--- config.mk ---
export PLATFORM = sky130hd
export DESIGN_NAME = char_lcd_number_writer_unit
export DESIGN_NICKNAME = d
export VERILOG_FILES = /design/src/sv/lcdnw_pkg.sv /design/src/sv/char_lcd_number_writer_unit.sv
export SDC_FILE = /design/constraint.sdc
export NUM_CORES = 1
export LEC_CHECK = 0
export ABC_CLOCK_PERIOD_IN_PS = 4700
export BUFFER_PORTS_ARGS = -buffer_cell sky130_fd_sc_hd__buf_2
export CAP_MARGIN = 10
export CORE_MARGIN = 5
export CORE_UTILIZATION = 50
export DETAILED_ROUTE_END_ITERATION = 8
export GPL_ROUTABILITY_DRIVEN = 0
export GPL_TIMING_DRIVEN = 0
export PLACE_DENSITY_LB_ADDON = 0.05
export RECOVER_POWER = 100
export SLEW_MARGIN = 10
export SYNTH_ARGS = -nofsm -noshare
export SYNTH_HDL_FRONTEND = slang
export SYNTH_SLANG_ARGS = --single-unit
--- constraint.sdc ---
create_clock -name clk -period 4.7 [get_ports clk]
set_input_delay 0.47 -clock clk [delete_from_list [all_inputs] [get_ports clk]]
set_output_delay 0.47 -clock clk [all_outputs]
set_load 0.01 [all_outputs]
--- src/sv/lcdnw_pkg.sv ---
// Shared types and constants for the character LCD number writer.
// Holds the microcode word layout and the sequencer program ROM.
// No dependencies.
package lcdnw_pkg;

  // Request kinds
  localparam logic [1:0] KIND_INIT     = 2'd0;
  localparam logic [1:0] KIND_CHAR     = 2'd1;
  localparam logic [1:0] KIND_UNSIGNED = 2'd2;
  localparam logic [1:0] KIND_SIGNED   = 2'd3;

  // LCD command bytes
  localparam logic [7:0] CMD_FUNC_SET   = 8'h38;
  localparam logic [7:0] CMD_ENTRY_MODE = 8'h06;
  localparam logic [7:0] CMD_DISP_ON    = 8'h0C;
  localparam logic [7:0] CMD_CLEAR      = 8'h01;
  localparam logic [7:0] CMD_LINE1      = 8'h80;
  localparam logic [7:0] CMD_LINE2      = 8'hC0;

  // ASCII characters
  localparam logic [7:0] ASCII_ZERO  = 8'h30;
  localparam logic [7:0] ASCII_PLUS  = 8'h2B;
  localparam logic [7:0] ASCII_MINUS = 8'h2D;

  // Binary to BCD conversion
  localparam int unsigned VALUE_BITS = 16;
  localparam int unsigned BCD_DIGITS = 5;
  localparam int unsigned CONV_CNT_W = $clog2(VALUE_BITS + 1);

  // Sequencer program
  localparam int unsigned PC_W = 4;

  typedef enum logic [2:0] {
    OP_NOP,
    OP_CURSOR,
    OP_SIGN,
    OP_DABBLE,
    OP_DIGIT,
    OP_CHAR,
    OP_CONST,
    OP_DONE
  } op_t;

  typedef enum logic [2:0] {
    JC_NEVER,
    JC_KIND_INIT,
    JC_KIND_CHAR,
    JC_KIND_UNSIGNED,
    JC_CONV_MORE,
    JC_DIGITS_ZERO,
    JC_DIGITS_MORE
  } jcond_t;

  typedef struct packed {
    op_t              op;
    jcond_t           jcond;
    logic [PC_W-1:0]  target;
    logic [7:0]       byte_arg;
  } uword_t;

  // Program ROM: one control word per step
  function automatic uword_t ucode_rom(input logic [PC_W-1:0] pc);
    uword_t w;
    w = '{op: OP_DONE, jcond: JC_NEVER, target: '0, byte_arg: '0};
    unique case (pc)
      4'd0:  w = '{op: OP_NOP,    jcond: JC_KIND_INIT,     target: 4'd10, byte_arg: 8'h00};
      4'd1:  w = '{op: OP_CURSOR, jcond: JC_KIND_CHAR,     target: 4'd8,  byte_arg: 8'h00};
      4'd2:  w = '{op: OP_NOP,    jcond: JC_KIND_UNSIGNED, target: 4'd4,  byte_arg: 8'h00};
      4'd3:  w = '{op: OP_SIGN,   jcond: JC_NEVER,         target: 4'd0,  byte_arg: 8'h00};
      4'd4:  w = '{op: OP_DABBLE, jcond: JC_CONV_MORE,     target: 4'd4,  byte_arg: 8'h00};
      4'd5:  w = '{op: OP_NOP,    jcond: JC_DIGITS_ZERO,   target: 4'd7,  byte_arg: 8'h00};
      4'd6:  w = '{op: OP_DIGIT,  jcond: JC_DIGITS_MORE,   target: 4'd6,  byte_arg: 8'h00};
      4'd7:  w = '{op: OP_DONE,   jcond: JC_NEVER,         target: 4'd0,  byte_arg: 8'h00};
      4'd8:  w = '{op: OP_CHAR,   jcond: JC_NEVER,         target: 4'd0,  byte_arg: 8'h00};
      4'd9:  w = '{op: OP_DONE,   jcond: JC_NEVER,         target: 4'd0,  byte_arg: 8'h00};
      4'd10: w = '{op: OP_CONST,  jcond: JC_NEVER,         target: 4'd0,
                   byte_arg: CMD_FUNC_SET};
      4'd11: w = '{op: OP_CONST,  jcond: JC_NEVER,         target: 4'd0,
                   byte_arg: CMD_ENTRY_MODE};
      4'd12: w = '{op: OP_CONST,  jcond: JC_NEVER,         target: 4'd0,
                   byte_arg: CMD_DISP_ON};
      4'd13: w = '{op: OP_CONST,  jcond: JC_NEVER,         target: 4'd0,
                   byte_arg: CMD_CLEAR};
      default: w = '{op: OP_DONE, jcond: JC_NEVER,         target: 4'd0,  byte_arg: 8'h00};
    endcase
    return w;
  endfunction

endpackage

--- src/sv/char_lcd_number_writer_unit.sv ---
// Top level of the character LCD number writer: microcoded sequencer and datapath.
// Depends on lcdnw_pkg for the control word layout and program ROM.

// A request is taken when start is high and busy is low; busy then stays high
// until its last write has gone out. Each LCD write appears on is_data/bus_byte
// for one cycle with strobe high, and last marks the final write of a request.
// The receiver cannot stall, so every strobe must be captured. After its transfer
// cycle a request runs one program step per cycle and busy falls with its last
// step: init takes 6 steps, a single character 4, an unsigned number 21 to 26 and
// a signed number 22 to 27 (the 16-step binary to BCD loop plus one step per
// digit, with the default MAX_DIGITS). A new request can transfer in the cycle
// after busy falls. Writes are held in a pending register until the next write
// or the end of the request, so that last is known when they go out; a request
// with nothing to send ends without any strobe.
module char_lcd_number_writer_unit #(
  parameter int MAX_DIGITS = 5
) (
  input  logic       clk,
  input  logic       rst,
  input  logic       start,
  output logic       busy,
  input  logic [1:0] kind,
  input  logic [1:0] line,
  input  logic [5:0] column,
  input  logic [7:0] char_code,
  input  logic [15:0] value,
  input  logic [2:0] digit_count,
  output logic       strobe,
  output logic       is_data,
  output logic [7:0] bus_byte,
  output logic       last
);

  localparam int unsigned VW = lcdnw_pkg::VALUE_BITS;
  localparam int unsigned ND = lcdnw_pkg::BCD_DIGITS;

  // Request registers
  logic [1:0]  req_kind;
  logic [1:0]  req_line;
  logic [5:0]  req_column;
  logic [7:0]  req_char;
  logic        req_positive;
  logic [2:0]  digits_left;

  // Sequencer and datapath registers
  logic [lcdnw_pkg::PC_W-1:0]       pc;
  logic [lcdnw_pkg::CONV_CNT_W-1:0] conv_cnt;
  logic [VW-1:0]                    mag;
  logic [3:0]                       bcd [ND];

  // Pending write, sent once the next write or the end is known
  logic        pend_valid;
  logic        pend_is_data;
  logic [7:0]  pend_byte;

  lcdnw_pkg::uword_t uw;
  logic        jump;
  logic        emit;
  logic        emit_is_data;
  logic [7:0]  emit_byte;
  logic [7:0]  col_off;
  logic [2:0]  digit_pos;
  logic [3:0]  digit_val;
  logic [3:0]  bcd_adj [ND];
  logic [15:0] value_neg;
  logic        value_positive;
  logic [2:0]  count_sat;

  assign uw = lcdnw_pkg::ucode_rom(pc);

  // Decode jump condition
  always_comb begin
    unique case (uw.jcond)
      lcdnw_pkg::JC_KIND_INIT:     jump = (req_kind == lcdnw_pkg::KIND_INIT);
      lcdnw_pkg::JC_KIND_CHAR:     jump = (req_kind == lcdnw_pkg::KIND_CHAR);
      lcdnw_pkg::JC_KIND_UNSIGNED: jump = (req_kind == lcdnw_pkg::KIND_UNSIGNED);
      lcdnw_pkg::JC_CONV_MORE:     jump = (conv_cnt != lcdnw_pkg::CONV_CNT_W'(1));
      lcdnw_pkg::JC_DIGITS_ZERO:   jump = (digits_left == 3'd0);
      lcdnw_pkg::JC_DIGITS_MORE:   jump = (digits_left != 3'd1);
      default:                     jump = 1'b0;
    endcase
  end

  // Select the digit for the current position; positions past the BCD word are zero
  always_comb begin
    digit_pos = digits_left - 3'd1;
    digit_val = 4'd0;
    if (32'(digit_pos) < ND) begin
      digit_val = bcd[digit_pos];
    end
  end

  // Add 3 to every BCD digit of five or more before the shift
  always_comb begin
    for (int i = 0; i < ND; i++) begin
      bcd_adj[i] = (bcd[i] >= 4'd5) ? bcd[i] + 4'd3 : bcd[i];
    end
  end

  // Build the write for this step
  assign col_off = {2'b00, req_column} - 8'd1;
  always_comb begin
    emit         = 1'b0;
    emit_is_data = 1'b0;
    emit_byte    = 8'h00;
    case (uw.op)
      lcdnw_pkg::OP_CURSOR: begin
        emit      = (req_line == 2'd1) || (req_line == 2'd2);
        emit_byte = ((req_line == 2'd1) ? lcdnw_pkg::CMD_LINE1 : lcdnw_pkg::CMD_LINE2)
                    | col_off;
      end
      lcdnw_pkg::OP_SIGN: begin
        emit         = 1'b1;
        emit_is_data = 1'b1;
        emit_byte    = req_positive ? lcdnw_pkg::ASCII_PLUS : lcdnw_pkg::ASCII_MINUS;
      end
      lcdnw_pkg::OP_DIGIT: begin
        emit         = 1'b1;
        emit_is_data = 1'b1;
        emit_byte    = lcdnw_pkg::ASCII_ZERO | {4'h0, digit_val};
      end
      lcdnw_pkg::OP_CHAR: begin
        emit         = 1'b1;
        emit_is_data = 1'b1;
        emit_byte    = req_char;
      end
      lcdnw_pkg::OP_CONST: begin
        emit      = 1'b1;
        emit_byte = uw.byte_arg;
      end
      default: begin
        emit = 1'b0;
      end
    endcase
  end

  // Sign and magnitude of the request value; saturate the digit count
  assign value_positive = (value != 16'd0) && !value[15];
  assign value_neg      = 16'd0 - value;
  assign count_sat      = (int'(digit_count) > MAX_DIGITS) ? 3'(MAX_DIGITS) : digit_count;

  // Sequencer, datapath and output register
  always_ff @(posedge clk) begin
    if (rst) begin
      busy       <= 1'b0;
      pc         <= '0;
      pend_valid <= 1'b0;
      strobe     <= 1'b0;
      last       <= 1'b0;
    end else begin
      strobe <= 1'b0;
      last   <= 1'b0;
      if (!busy) begin
        // Capture a new request
        if (start) begin
          busy         <= 1'b1;
          pc           <= '0;
          req_kind     <= kind;
          req_line     <= line;
          req_column   <= column;
          req_char     <= char_code;
          req_positive <= value_positive;
          digits_left  <= count_sat;
          conv_cnt     <= lcdnw_pkg::CONV_CNT_W'(VW);
          mag          <= (kind == lcdnw_pkg::KIND_SIGNED && !value_positive)
                          ? value_neg : value;
          for (int i = 0; i < ND; i++) begin
            bcd[i] <= 4'd0;
          end
        end
      end else begin
        // Advance the program counter
        pc <= jump ? uw.target : pc + lcdnw_pkg::PC_W'(1);

        // Shift one magnitude bit into the BCD digits
        if (uw.op == lcdnw_pkg::OP_DABBLE) begin
          bcd[0]   <= {bcd_adj[0][2:0], mag[VW-1]};
          for (int i = 1; i < ND; i++) begin
            bcd[i] <= {bcd_adj[i][2:0], bcd_adj[i-1][3]};
          end
          mag      <= {mag[VW-2:0], 1'b0};
          conv_cnt <= conv_cnt - lcdnw_pkg::CONV_CNT_W'(1);
        end

        if (uw.op == lcdnw_pkg::OP_DIGIT) begin
          digits_left <= digits_left - 3'd1;
        end

        // Push the new write, sending the pending one
        if (emit) begin
          strobe       <= pend_valid;
          is_data      <= pend_is_data;
          bus_byte     <= pend_byte;
          pend_valid   <= 1'b1;
          pend_is_data <= emit_is_data;
          pend_byte    <= emit_byte;
        end

        // Flush the final write and drop busy
        if (uw.op == lcdnw_pkg::OP_DONE) begin
          busy       <= 1'b0;
          strobe     <= pend_valid;
          last       <= pend_valid;
          is_data    <= pend_is_data;
          bus_byte   <= pend_byte;
          pend_valid <= 1'b0;
        end
      end
    end
  end

endmodule

* After elaboration in Yosys (flattened, before gate mapping)
Memories as Yosys holds them, arrays and structs flattened. A register that Yosys moved wholly into a read port is not among the register bits. Index checks and enable logic that the tools add are counted. Widths: inputs -> output; s select.
Word-level totals: register bits 69, bits in latches 0, RAM bits 20, memory bits (read-only) 256, input bits 40, output and inout port bits 12, logic and storage cells 138, memories kept 2
Memories:
- (no name shown) | depth 16, bits a word 16, read ports 1, clocked after memory_dff 1, write ports 0, line lcdnw_pkg.sv:65 | unique case (pc)
- bcd | depth 5, bits a word 4, read ports 6, clocked after memory_dff 0, write ports 5, line char_lcd_number_writer_unit.sv:49 | logic [3:0] bcd [ND];
Operators by class: $add $sub $neg 10, multiply operators 0, div/mod/pow operators 0, $lt $le $gt $ge 7, equality and inequality tests 22, shifts and indexed selects 0, multiplexer cells 51, bitwise logic cells 9, reductions and logical operators 20
Operator list (number):
- $mux 16 | 4
- $mux 4 | 15
- $pmux 8 s5 | 1
- $eq 3x3->1 const B | 7
- $ge 4x3->1 const B | 5
- $mux 3 | 6
- $mux 1 | 17
- $add 4x2->4 const B | 4
- $mux 8 | 2
- $reduce_bool 16->1 | 1
- $sub 1x16->16 const A | 1
- $mux 5 | 3
- $reduce_and 3->1 | 5
- $eq 3x2->1 const B | 4
- $or 8x8->8 | 1
- $mux 7 | 1
- $sub 6x1->7 const B | 1
- $eq 2x2->1 const B | 3
- $eq 3x1->1 const B | 2
- $pmux 1 s6 | 1
- $reduce_or 3->1 | 2
- $ne 5x1->1 const B | 1
- $or 1x1->1 | 5
- $sub 5x1->5 const B | 1
- other kinds (19) | 26

* Depth between registers and ports, before layout
depth in word-level cells 7, mapped depth 12

* Worst setup path after synthesis
Ideal clock, no wire load.
path type flip-flop to flip-flop, start point register digits_left[0], end point register, netlist name uw[16], library setup time 0.119 ns, arrival time 3.138 ns, data required time 4.581 ns, slack 1.443 ns, cell stages (with the launch flop) 12, clock period less this slack 3.257 ns, cell sequence edfxtp_1 clkbuf_1 inv_1 ha_1 nand2b_1 a31oi_2 a211oi_1 o31ai_1 inv_1 ha_1 or3_1 o221a_2
On the way: cells in the longest elaborated chain, start to end 6
RTL lines:
- from (decl) | line char_lcd_number_writer_unit.sv:43 | logic [2:0] digits_left;
- from (signal assigned) | line char_lcd_number_writer_unit.sv:163 | digits_left <= count_sat;
- from (signal assigned) | line char_lcd_number_writer_unit.sv:186 | digits_left <= digits_left - 3'd1;
- $ne 3x1->1 / $logic_not 3->1 (equally long branches) | line char_lcd_number_writer_unit.sv:79, char_lcd_number_writer_unit.sv:78
- $pmux 1 s6 * | line char_lcd_number_writer_unit.sv:73 | unique case (uw.jcond)
- $mux 4 * | line char_lcd_number_writer_unit.sv:173 | pc <= jump ? uw.target : pc + lcdnw_pkg::PC_W'(1);
- $mux 4 * | line char_lcd_number_writer_unit.sv:153 | if (!busy) begin
- $mux 4 (no source line) * (2 in a row)
Mark *: on every way between the ends. The rest lies on a longest branch, timed or not. A chain may end at the register's enable or synchronous reset.

* Worst setup path in the final report
start point register digits_left[0], end point register, netlist name uw[16]
On the way: cells in the longest elaborated chain, start to end 6
RTL lines (line):
- $ne 3x1->1 / $logic_not 3->1 (equally long branches) | char_lcd_number_writer_unit.sv:79, char_lcd_number_writer_unit.sv:78
- $pmux 1 s6 * | char_lcd_number_writer_unit.sv:73
- $mux 4 * | char_lcd_number_writer_unit.sv:173
- $mux 4 * | char_lcd_number_writer_unit.sv:153
- $mux 4 (no source line) * (2 in a row)
Marked as above.

==> flow_summary.json <==
{
  "status": "finished clean",
  "whs_path_depth": 1,
  "crit_arrival_ns": 4.30,
  "busiest_layer": "met2",
  "grt_use_total_pct": 17.41,
  "initial_core_util_pct": 50.36,
  "numCtsBuffers": 9,
  "route.detailed.drc": 0,
  "ir_drop_uv": 142.8,
  "seq_area_frac_synth_pct": 53.69,
  "dpl.hpwl_mm": 8.270,
  "routed_wl_mm": 11.03,
  "multi_input_area_um2": 2277,
  "nets": 628,
  "cts_sinks": 104,
  "core_um2": 10700,
  "vias": 3798,
  "tns_ns": 0,
  "p_sw_share_pct": 26.38,
  "wl_per_cell_um": 15.60,
  "dr.pass1.iters": 4,
  "area_delta_synth_final_pct": 11.45,
  "synth_top_cell_by_area": "edfxtp_1",
  "pwr-share-comb_pct": 14.0,
  "grt_max_degree": 19,
  "drtAntennaViolNets": 0,
  "synth_flop_cell": "edfxtp_1",
  "viasPerCell": 5.372,
  "cts_hold_buf": 0,
  "yosys-top-cells-area": "edfxtp_1 (45%), dfxtp_1 (8.5%), ha_1 (6.0%), a21oi_1 (3.7%), nor2_1 (3.6%)",
  "p_leak_nw": 2.264,
  "clkPwrFrac_pct": 31.9,
  "antenna_found_initial": 0,
  "fmax_mhz": 248.6,
  "cp-end-kind": "flip-flop",
  "post_cts_buffers": 0,
  "fin_worst_skew_ns": 0.01544,
  "syn_avg_cell_area_um2": 10.86,
  "slew_violations": 0,
  "seq_area_um2": 2893,
  "cts-htree-levels": 3,
  "drive_gt1_share_pct": 12.70,
  "yosys_register_bits": 104,
  "p_switching_mw": 0.5225,
  "hold_class": "input pin to flip-flop",
  "met3_usage_pct": 2.865,
  "die_area_um2": 12950,
  "tightest_slew_ns": 1.101,
  "grt_overflow": 0,
  "grt_pass1_vias": 3720,
  "synth_warnings": 0,
  "synth-async-reset-ratio_pct": 0,
  "worstSetupPathType": "flip-flop to flip-flop",
  "clk_pin_slew_ns": 0.11,
  "fin_crit_ns": 4.023,
  "utilization_pct": 56.13,
  "rows": 38,
  "rsz0062_at_grt": "no",
  "cts_tree": "yes",
  "relSlewSlack_pct": 26.58,
  "synth_commonest_cells": "edfxtp_1 (81), nor2_1 (51), nand2_1 (47)",
  "start_kind": "flip-flop",
  "clockBufferDepth": 2,
  "final-setup-viol-count": 0,
  "grt_pass1_wl_mm": 17.99,
  "holdWs_ns": 0.2612,
  "clock_latency_ns": 0.38,
  "use_met2_pct": 29.72,
  "synth.most_common_cell": "edfxtp_1",
  "first_iter_violations": 197,
  "seq_power_share_pct": 54.1,
  "reg2reg_depth": 11,
  "antenna_cells": 0,
  "cellPowerDensity_nw_per_um2": 329.8,
  "syn-num-nets": 562,
  "synth_top_area_share_pct": 45.15,
  "fin_crit_sh_pct": 85.59,
  "synth_edf_count": 81,
  "synth_cells": 496,
  "gr-usage-met1_pct": 23.07,
  "fillerInstances": 942,
  "placement.io_buffers": 51,
  "netlist_area_um2": 5388,
  "die_w_um": 113.8,
  "ios": 52,
  "finalPower_mw": 1.980,
  "die_h_um": 113.8,
  "ctsResizeCount": 0,
  "max_cap_violations": 0,
  "ys_types": 67,
  "cp.required_ns": 4.97,
  "clk_root_buffer_cell": "clkbuf_8",
  "worstPathMaxFanout": 7,
  "hold_viol_final": 0,
  "internal_power_mw": 1.458
}
## path summary, 6_finish.rpt
check / start / end / slack (ns)
setup reg to reg: digits_left[0]$_DFFE_PP_ / uw[16]$_DFF_P_ / 0.68
hold reg to reg: pend_byte[0]$_SDFFCE_PN0P_ / bus_byte[0]$_DFFE_PP_ / 0.43
setup / recovery: digits_left[0]$_DFFE_PP_ / uw[16]$_DFF_P_ / 0.68
hold / removal: char_code[7] / req_char[7]$_DFFE_PP_ / 0.26
## kinds of logic after synthesis
kind of cell	count (synthesis)	share of synthesized area (%)
compound gates	114	14.03
simple gates	164	15.03
fa+ha+maj	26	6.038
mux	8	2.439
buf+inv	48	3.576
flops	104	53.69
xor+xnor	32	5.202
## routing by layer
| layer | part of all wire [%] | vias up | routed length [um] |
|---|---|---|---|
| li1 | - | 1918 | - |
| met1 | 46 | 1817 | 5070 |
| met2 | 50 | 52 | 5487 |
| met3 | 3.1 | 11 | 345 |
| met4 | 1.2 | 0 | 127 |
| met5 | 0 | - | 0 |
## registers in the layout, indices dropped and copies added, names as in the netlist
name	cells
req_positive	1
pend_valid	1
busy	1
pend_is_data	1
strobe	1
uw	15
pend_byte	8
pc	4
req_column	6
last	1
digits_left	3
req_char	8
req_kind	2
is_data	1
bcd	20
bus_byte	8
req_line	2
mag	16
conv_cnt	5
## layout make-up
cell class                 count  area share [%]
timing repair buffer          55           4.209
tap                          140           2.917
multi-input combinational    344           37.92
buffer                        15           1.000
clock buffer                   9           2.063
sequential                   104           48.18
inverter                      33           2.063
clock inverter                 7           1.646
## cell usage in the layout, fill, tap and decap left out, types with 3 or more instances in the layout
cell type and n:
edfxtp_1 81, nor2_1 51, nand2_1 47, a21oi_1 40, buf_2 37, inv_1 33
clkbuf_1 32, o21ai_0 30, ha_1 26, dfxtp_1 23, xnor2_1 19, nor3_1 14
xor2_1 13, clkbuf_8 9, and3_1 7, nand3_1 7, nand2b_1 7, o21ai_1 5
or3_1 4, mux4_2 4, a211oi_1 4, mux2i_1 3, a22oi_1 3, nor3b_1 3
a31oi_1 3, and2_1 3
## power by group through the flow
| stage | Combinational [mW] | Sequential, mW | Clock (mW) |
|---|---|---|---|
| 3_3_place_gp | 0.274 | 1.09 | 0 |
| 5_1_grt | 0.311 | 1.08 | 0.681 |
| 2_1_floorplan | 0.196 | 1.09 | 0 |
| 4_1_cts | 0.286 | 1.07 | 0.640 |
| 6_report | 0.277 | 1.07 | 0.631 |
| 3_5_place_dp | 0.284 | 1.09 | 0 |
## through the flow
| step | cell area, um^2 | worst slack, ns | cells |
|---|---|---|---|
| floorplan | 5388 | 1.443 | 496 |
| CTS | 6097 | 0.7660 | 707 |
| global route | 6005 | 0.3197 | 707 |
| finish | 6005 | 0.6771 | 707 |
| global placement | 5818 | 0.8684 | 687 |
| detailed placement | 5874 | 0.7961 | 691 |
## worst max-delay path: stages, from the launching register on
cell and delay [ns]:
edfxtp_1 0.42, clkbuf_1 0.25, inv_1 0.15, ha_1 0.15
nand2b_1 0.09, a31oi_1 0.52, a211oi_1 0.20, o31ai_1 0.86
inv_1 0.20, ha_1 0.41, or3_1 0.39, o221a_2 0.27
Note: power is estimated with default switching activity, not from simulation.
